`config.mk`:
```
export PLATFORM = sky130hd
export DESIGN_NAME = npcs_cell
export DESIGN_NICKNAME = d
export VERILOG_FILES = /design/src/hdl/npcs_pkg.sv /design/src/hdl/npcs_cell.sv
export SDC_FILE = /design/constraint.sdc
export NUM_CORES = 1
export LEC_CHECK = 0
export BUFFER_PORTS_ARGS = -buffer_cell sky130_fd_sc_hd__buf_2
export CORE_MARGIN = 2
export CORE_UTILIZATION = 40
export CTS_CLUSTER_SIZE = 24
export DETAILED_ROUTE_END_ITERATION = 10
export PLACE_DENSITY = 0.81
export SYNTH_ARGS = -nofsm -noshare
export SYNTH_HDL_FRONTEND = slang
export SYNTH_SLANG_ARGS = --single-unit
```
`constraint.sdc`:
```
create_clock -name clock -period 3.21 [get_ports clock]
set_clock_uncertainty 0.2 [all_clocks]
set_input_delay 0.1605 -clock clock [delete_from_list [all_inputs] [get_ports clock]]
set_output_delay 0.1605 -clock clock [all_outputs]
set_load 0.01 [all_outputs]
```
`src/hdl/npcs_pkg.sv`:
```
`timescale 1ns / 1ps

package npcs_pkg;

   localparam int LEVEL_BITS  = 5;
   localparam int LEVEL_COUNT = 2 ** LEVEL_BITS;
   localparam int LEVEL_MAX   = LEVEL_COUNT - 1;
   localparam int INDEX_W     = 8;
   localparam int DIST_W      = 18;

   localparam logic CMD_WRITE = 1'b0;
   localparam logic CMD_QUERY = 1'b1;

   typedef struct packed {
      logic                  cmd;
      logic [INDEX_W-1:0]    entry_index;
      logic [7:0]            red;
      logic [7:0]            green;
      logic [7:0]            blue;
      logic [LEVEL_BITS-1:0] query_red;
      logic [LEVEL_BITS-1:0] query_green;
      logic [LEVEL_BITS-1:0] query_blue;
   } req_type;

   typedef struct packed {
      logic [INDEX_W-1:0] best_index;
      logic [DIST_W-1:0]  best_distance;
   } rsp_type;

   typedef struct packed {
      logic [7:0] r;
      logic [7:0] g;
      logic [7:0] b;
   } rgb_type;

   // control that travels with the entry leaving the head of the ring
   typedef struct packed {
      logic               valid;
      logic               first;
      logic               last;
      logic [INDEX_W-1:0] index;
   } scan_ctrl_type;

   typedef logic [LEVEL_COUNT-1:0][7:0] expand_lut_type;

   // level -> 8 bits, c*255/LEVEL_MAX rounded half up
   function automatic expand_lut_type build_expand_lut();
      expand_lut_type lut;
      for (int c = 0; c < LEVEL_COUNT; c++) begin
         lut[c] = 8'((c * 255 + (LEVEL_MAX - 1) / 2) / LEVEL_MAX);
      end
      return lut;
   endfunction

   localparam expand_lut_type EXPAND_LUT = build_expand_lut();

endpackage

```
`src/hdl/npcs_cell.sv`:
```
`timescale 1ns / 1ps

module npcs_cell
   import npcs_pkg::*;
(
   input  logic    clock,
   input  logic    load_en,
   input  rgb_type load_data,
   input  logic    shift_en,
   input  rgb_type neighbor_data,
   output rgb_type data
);

   rgb_type data_ff;

   always_ff @(posedge clock) begin
      if (load_en) begin
         data_ff <= load_data;
      end else if (shift_en) begin
         data_ff <= neighbor_data;
      end
   end

   assign data = data_ff;

endmodule

```
==> flow_summary.ini <==
[clock_tree]
numCtsBuffers = 3
cts.sinks = 24
hold_buffers = 48
root_buffer = clkbuf_4
cts_tree = yes
ctsResizeCount = 0
clkTransAtPathRegs_ns = 0.12
post_cts_buffers = 0
clockBufferDepth = 2
htree_levels = 1

[cells_and_area]
fillers = 182
final_cells = 207
ff_latch_area_um2 = 721
synthToLayoutAreaGrowth_pct = 78.2
drive_above_1_share = 0.585
multi_input_area_um2 = 348
num_antenna_cells = 0
fin_nets = 229
mostFrequentLayoutCells = 74 x buf_2, 48 x dlygate4sd3_1, 24 x edfxtp_1
design_area_um2 = 2000
largest_reg_flops = 24
layout_commonest_cell = buf_2

[critical_path]
worstSetupEndpointType = register
crit_fanout = 14
crit_arrival_ns = 1.74
crit_required_ns = 3.07
path_class = input port to register
start_kind = input port

[route]
postRouteAntennaNets = 0
wl_per_cell_um = 14.1
dr.pass1.iters = 4
via_per_inst = 4.50
drc = 0
drt_iter0_drc = 13
vias = 931
wirelength_um = 2920

[timing]
tightest_slew_ns = 0.391
fin_crit_ns = 1.88
fin_tns_setup_ns = 0
slew_viol_final = 0
hold_slack_ns = 0.156
finalHoldViolCount = 0
max_slew_margin = 0.740
fin_ws_ns = 1.33
fmax_ghz = 0.531
post-route-period-util = 0.587
setup_viol = 0
rsz0062_at_grt = no

[placement]
dp_cells = 156
place_area_um2 = 1490
place_congestion = 0.713
dp_slack_ns = 1.55
io_buffers = 74
dp_hpwl_um = 1870

[power]
power.share.switching = 0.219
pwr-share-seq = 0.555
internal-power_uw = 552
ir_drop_mv = 0.344
p_switching_uw = 155
power_frac_comb = 0.273
clock_power_share = 0.171
leakage_nw = 0.937
powerDensity_nw_per_um2 = 354

[logic_synthesis]
yosysSeqAreaShare = 0.644
synth_top_cell_by_area = edfxtp_1
yosysUniqueCellTypes = 6
synth_warnings = 0
yosys_register_bits = 24
synth_top_area_frac = 0.644
syn_nets = 103
netlist_area_um2 = 1120
yosys-top-cells-area = edfxtp_1 64%, mux2_4 25%, mux2_2 5.0%
synthCells = 52
avgSynthCellArea_um2 = 21.5

[grt]
grt-ovfl-total = 0
grt_antenna_before_repair = 0
grt_pass1_wl_um = 4550
grt.total_usage = 0.187
grt_start_max_net_pins = 20
grt_pass1_vias = 1074

[min_path]
min_to = data[1]
min_from = shift_en
holdPathStages = 2
min_path_type = input port to register

[flow_run]
maxCapViolCount = 0

[floorplanning]
die_w_um = 56.9
core_area_um2 = 2710
die-area_um2 = 3240
io-pin-count = 75
chipHeight_um = 56.9
num_rows = 19
start_util = 0.413

[outcome]
status = finished clean
[critical path, cell delays in order]
cell           delay, ns
buf_2               0.33
buf_4               0.32
mux2_2              0.36
dlygate4sd3_1       0.56
[cell families after synthesis]
| group | count (synthesis) | synth area share |
|---|---|---|
| buffers and inverters | 3 | 0.0458 |
| DFF | 24 | 0.644 |
| muxes | 24 | 0.305 |
| and+or+nand+nor | 1 | 0.00559 |
[per-stage QoR]
step,total power [mW],utilization
floorplan,0.473,-
global placement,0.532,0.551
detailed placement,0.537,0.551
CTS,0.708,0.736
global route,0.740,0.736
finish,0.707,0.736
[synth_stat cells]
cell type / instances
edfxtp_1: 24
mux2_4: 19
mux2_2: 5
buf_12: 2
buf_6: 1
or2_1: 1
[power by group through the flow]
| stage | logic (mW) | registers (mW) | clock network, mW |
|---|---|---|---|
| after floorplan | 0.0533 | 0.420 | 0 |
| after global placement | 0.133 | 0.399 | 0 |
| after detailed placement | 0.137 | 0.400 | 0 |
| after CTS | 0.191 | 0.393 | 0.124 |
| after global routing | 0.206 | 0.396 | 0.138 |
| final | 0.193 | 0.393 | 0.121 |
[worst max-delay path by stage]
stage / start / cells after the start / endpoint
after floorplan: load_en / 3 / data[0]
after global placement: load_en / 3 / data[22]
after detailed placement: load_en / 3 / data[8]
after CTS: load_en / 4 / data[23]
after global routing: load_en / 4 / data[22]
final: load_en / 4 / data[23]
[final cells by class]
type | count | share of cell area
sequential | 24 | 0.361
timing repair buffer | 124 | 0.434
tap | 31 | 0.0194
multi-input combinational | 25 | 0.174
clock buffer | 3 | 0.0113
[layer usage]
layer | global-route usage | routed length [um]
met1 | 0.169 | 981
met2 | 0.396 | 1710
met3 | 0.0276 | 175
met4 | 0.0698 | 58
met5 | 0 | 0
Power figures use the tool's default switching activity.
