File: config.mk
export PLATFORM = sky130hd
export DESIGN_NAME = npcs_dist
export DESIGN_NICKNAME = d
export VERILOG_FILES = /design/src/hdl/npcs_pkg.sv /design/src/hdl/npcs_dist.sv
export SDC_FILE = /design/constraint.sdc
export NUM_CORES = 1
export LEC_CHECK = 0
export BUFFER_PORTS_ARGS = -buffer_cell sky130_fd_sc_hd__buf_4
export CORE_MARGIN = 1
export CORE_UTILIZATION = 43
export DETAILED_ROUTE_END_ITERATION = 8
export SLEW_MARGIN = 40
export SYNTH_ARGS = -nofsm -noshare
export SYNTH_HDL_FRONTEND = slang
export SYNTH_SLANG_ARGS = --single-unit
File: constraint.sdc
create_clock -name clock -period 20.3 [get_ports clock]
set_clock_uncertainty 0.2 [all_clocks]
set_input_delay 4.06 -clock clock [delete_from_list [all_inputs] [get_ports clock]]
set_output_delay 4.06 -clock clock [all_outputs]
set_load 0.1 [all_outputs]
File: src/hdl/npcs_pkg.sv
`timescale 1ns / 1ps

package npcs_pkg;

   localparam int LEVEL_BITS  = 5;
   localparam int LEVEL_COUNT = 2 ** LEVEL_BITS;
   localparam int LEVEL_MAX   = LEVEL_COUNT - 1;
   localparam int INDEX_W     = 8;
   localparam int DIST_W      = 18;

   localparam logic CMD_WRITE = 1'b0;
   localparam logic CMD_QUERY = 1'b1;

   typedef struct packed {
      logic                  cmd;
      logic [INDEX_W-1:0]    entry_index;
      logic [7:0]            red;
      logic [7:0]            green;
      logic [7:0]            blue;
      logic [LEVEL_BITS-1:0] query_red;
      logic [LEVEL_BITS-1:0] query_green;
      logic [LEVEL_BITS-1:0] query_blue;
   } req_type;

   typedef struct packed {
      logic [INDEX_W-1:0] best_index;
      logic [DIST_W-1:0]  best_distance;
   } rsp_type;

   typedef struct packed {
      logic [7:0] r;
      logic [7:0] g;
      logic [7:0] b;
   } rgb_type;

   // control that travels with the entry leaving the head of the ring
   typedef struct packed {
      logic               valid;
      logic               first;
      logic               last;
      logic [INDEX_W-1:0] index;
   } scan_ctrl_type;

   typedef logic [LEVEL_COUNT-1:0][7:0] expand_lut_type;

   // level -> 8 bits, c*255/LEVEL_MAX rounded half up
   function automatic expand_lut_type build_expand_lut();
      expand_lut_type lut;
      for (int c = 0; c < LEVEL_COUNT; c++) begin
         lut[c] = 8'((c * 255 + (LEVEL_MAX - 1) / 2) / LEVEL_MAX);
      end
      return lut;
   endfunction

   localparam expand_lut_type EXPAND_LUT = build_expand_lut();

endpackage

File: src/hdl/npcs_dist.sv
`timescale 1ns / 1ps

module npcs_dist
   import npcs_pkg::*;
(
   input  logic               clock,
   input  logic               reset,
   input  rgb_type            query,
   input  rgb_type            entry,
   input  scan_ctrl_type      ctrl,
   output logic               done,
   output logic [INDEX_W-1:0] best_index,
   output logic [DIST_W-1:0]  best_distance
);

   logic [7:0]         diff_r, diff_g, diff_b;
   logic [15:0]        sq_r_ff, sq_g_ff, sq_b_ff;
   scan_ctrl_type      ctrl_ff;
   logic [DIST_W-1:0]  sum;
   logic [DIST_W-1:0]  best_sq_ff;
   logic [INDEX_W-1:0] best_idx_ff;
   logic               done_ff;

   assign diff_r = (entry.r > query.r) ? entry.r - query.r : query.r - entry.r;
   assign diff_g = (entry.g > query.g) ? entry.g - query.g : query.g - entry.g;
   assign diff_b = (entry.b > query.b) ? entry.b - query.b : query.b - entry.b;

   // stage 1: squares
   always_ff @(posedge clock) begin
      sq_r_ff <= diff_r * diff_r;
      sq_g_ff <= diff_g * diff_g;
      sq_b_ff <= diff_b * diff_b;
      if (reset) begin
         ctrl_ff <= '0;
      end else begin
         ctrl_ff <= ctrl;
      end
   end

   assign sum = DIST_W'(sq_r_ff) + DIST_W'(sq_g_ff) + DIST_W'(sq_b_ff);

   // stage 2: running minimum, strict less keeps the first on ties
   always_ff @(posedge clock) begin
      if (ctrl_ff.valid && (ctrl_ff.first || sum < best_sq_ff)) begin
         best_sq_ff  <= sum;
         best_idx_ff <= ctrl_ff.index;
      end
      if (reset) begin
         done_ff <= 1'b0;
      end else begin
         done_ff <= ctrl_ff.valid && ctrl_ff.last;
      end
   end

   assign done          = done_ff;
   assign best_index    = best_idx_ff;
   assign best_distance = best_sq_ff;

endmodule

==> out/metrics.cfg <==
[drt]
wl_mm=18.5
avgRoutedWirePerCell_um=12.3
drc=0
route.antenna.remaining_nets=0
first_pass_iters=4
drt_iter0_drc=223
num_vias=7277
drt-vias-per-instance=4.85

[placement]
place_area_um2=11200
place.gp.congestion=0.858
port_buffers=87
dp_hpwl_mm=15.9

[timing]
timing.fmax_ghz=0.0970
report.final.slew_viol_count=0
whs_ns=0.203
setup-violations-final=0
slew_headroom_pct=49.7
fin_crit_sh_pct=50.8
rsz0062_at_grt=false
finalSetupTns_ns=0
worst_slew_pin_slew_ns=0.750
hold_viol=0
period_minus_slack_ns=10.30

[cts]
cts_tree=done
cts_buffers=9
cts_resized=0
cts_hold_buffers=0
clock_sinks=83
cts_setup_buffers=0
insertion_delay_ns=0.34
clk_pin_slew_ns=0.06
htreeDepth=3
clockRootBuffer=clkbuf_16
clockBufferDepth=2

[worst_setup_path]
cp.required_ns=20.37
arrival_ns=10.37
path_class=in -> reg
worstSetupEndpointType=register
critPathMaxStageDelay_ns=0.55
cp-start-kind=input port
cp_slowest_cell=fa_1
cp_max_fo=10

[global_route]
grt_pass1_vias=7171
groute.usage.overall_pct=16.0
grt_pass1_wl_mm=32.2
grt_start_max_net_pins=19
overflow=0
antenna_found_initial=0

[floorplanning]
io_pins=88
die_height_um=156
rows=55
coreArea_um2=22900
dieWidth_um=156
start_util_pct=44.4
dieArea_um2=24300

[synth]
syn_avg_cell_area_um2=9.25
yosysSeqAreaShare_pct=18.9
yosysMostFrequentCell=inv_1
synth_commonest_cells=222 x inv_1, 166 x ha_1, 108 x nor2_1, 97 x fa_1
synth_flop_cell=dfxtp_1
netlist.area_leader.share_pct=20.4
synth_top_area_cell=ha_1
yosysWarnings=0
syn_area_um2=10200
synthTopCellsByArea=ha_1 20%, fa_1 19%, dfxtp_1 11%
synthCells=1100
ys_types=68
ys_async_sr_fraction_pct=0
ys_ff_latch=83
synth_edf_count=26

[finish]
drive_gt1_share_pct=12.6
diodes=0
utilization_pct=50.1
final_area_um2=11500
synthToLayoutAreaGrowth_pct=12.8
nNetsFinal=1506

[job]
maxCapViolCount=0

[hold_path]
min_path_type=reg -> reg

[outcome]
outcome=completed

==> cell type report <==
class / count / area (µm²)
timing repair buffer: 90 / 676
sequential: 83 / 1920
clock inverter: 7 / 75.1
inverter: 223 / 837
clock buffer: 9 / 225
tap: 313 / 392
fill: 2157 / 11400
multi-input combinational: 775 / 7360
==> cells in the final DEF, fill, tap and decap left out, types with 5 or more instances in the layout <==
cell	count
nor3_1	11
buf_4	90
nand3_1	6
mux2i_1	15
o21a_1	14
nor2_1	108
inv_1	222
xnor2_1	44
o21ai_0	27
o21bai_1	5
a21o_1	37
nand2_1	20
clkbuf_16	9
xnor2_2	7
ha_1	166
a211oi_1	7
or2_2	18
xor2_1	20
edfxtp_1	26
dfxtp_1	57
fa_1	97
nand2b_1	5
a21oi_1	56
nand3b_1	5
a31oi_1	9
nand4_1	9
nor2b_1	15
==> cell families (layout without fill, tap and decap cells) <==
| kind of cell | after synthesis | count (layout) | share of synthesized area (%) |
|---|---|---|---|
| adders and majority gates | 263 | 263 | 39.5 |
| buffers and inverters | 243 | 329 | 9.21 |
| and+or+nand+nor | 223 | 223 | 10.7 |
| AOI/OAI and AO/OA | 194 | 194 | 12.9 |
| DFF | 83 | 83 | 18.9 |
| xor gates and xnor gates | 74 | 74 | 6.88 |
| muxes | 18 | 18 | 1.89 |
| other | 2 | 3 | 0.0738 |
==> per-stage QoR <==
step                cells  setup WS (ns)
global placement     1484           9.71
finish               1500           10.0
floorplan            1101          10.31
detailed placement   1484           9.64
CTS                  1500           9.96
global route         1500           9.53
==> state kept, by name, indices dropped and copies added, names as in the netlist <==
register	count
sq_r_ff	15
sq_b_ff	15
sq_g_ff	15
done	1
ctrl_ff	11
best_distance	18
best_index	8
==> final timing paths <==
kind                                 start                to  slack (ns)  cells past startpoint
worst min register to register  ctrl_ff[5]     best_index[5]        0.20                      0
worst max register to register  sq_r_ff[3]  best_distance[0]       15.39                     15
worst max-delay path             entry[16]       sq_r_ff[13]        10.0                     26
worst min-delay path            ctrl_ff[5]     best_index[5]        0.20                      0
==> worst max-delay path: cells and delay by family <==
kind | cells | cell delay, ns
buf+inv | 5 | 0.31
fa+ha+maj | 7 | 2.63
xor+xnor | 2 | 0.63
simple gates | 3 | 0.50
mux | 1 | 0.26
compound gates | 8 | 1.96
==> metal layers <==
metal / global-route usage [%] / vias to the layer above / wire [µm]
li1: - / 3756 / -
met1: 22.7 / 3393 / 9400
met2: 26.3 / 117 / 8380
met3: 2.36 / 11 / 594
met4: 1.96 / 0 / 93
met5: 0 / - / 0
Power is left out: the tool's default activity adds up to more than one toggle a clock period on the data nets, which glitch-free logic cannot reach.
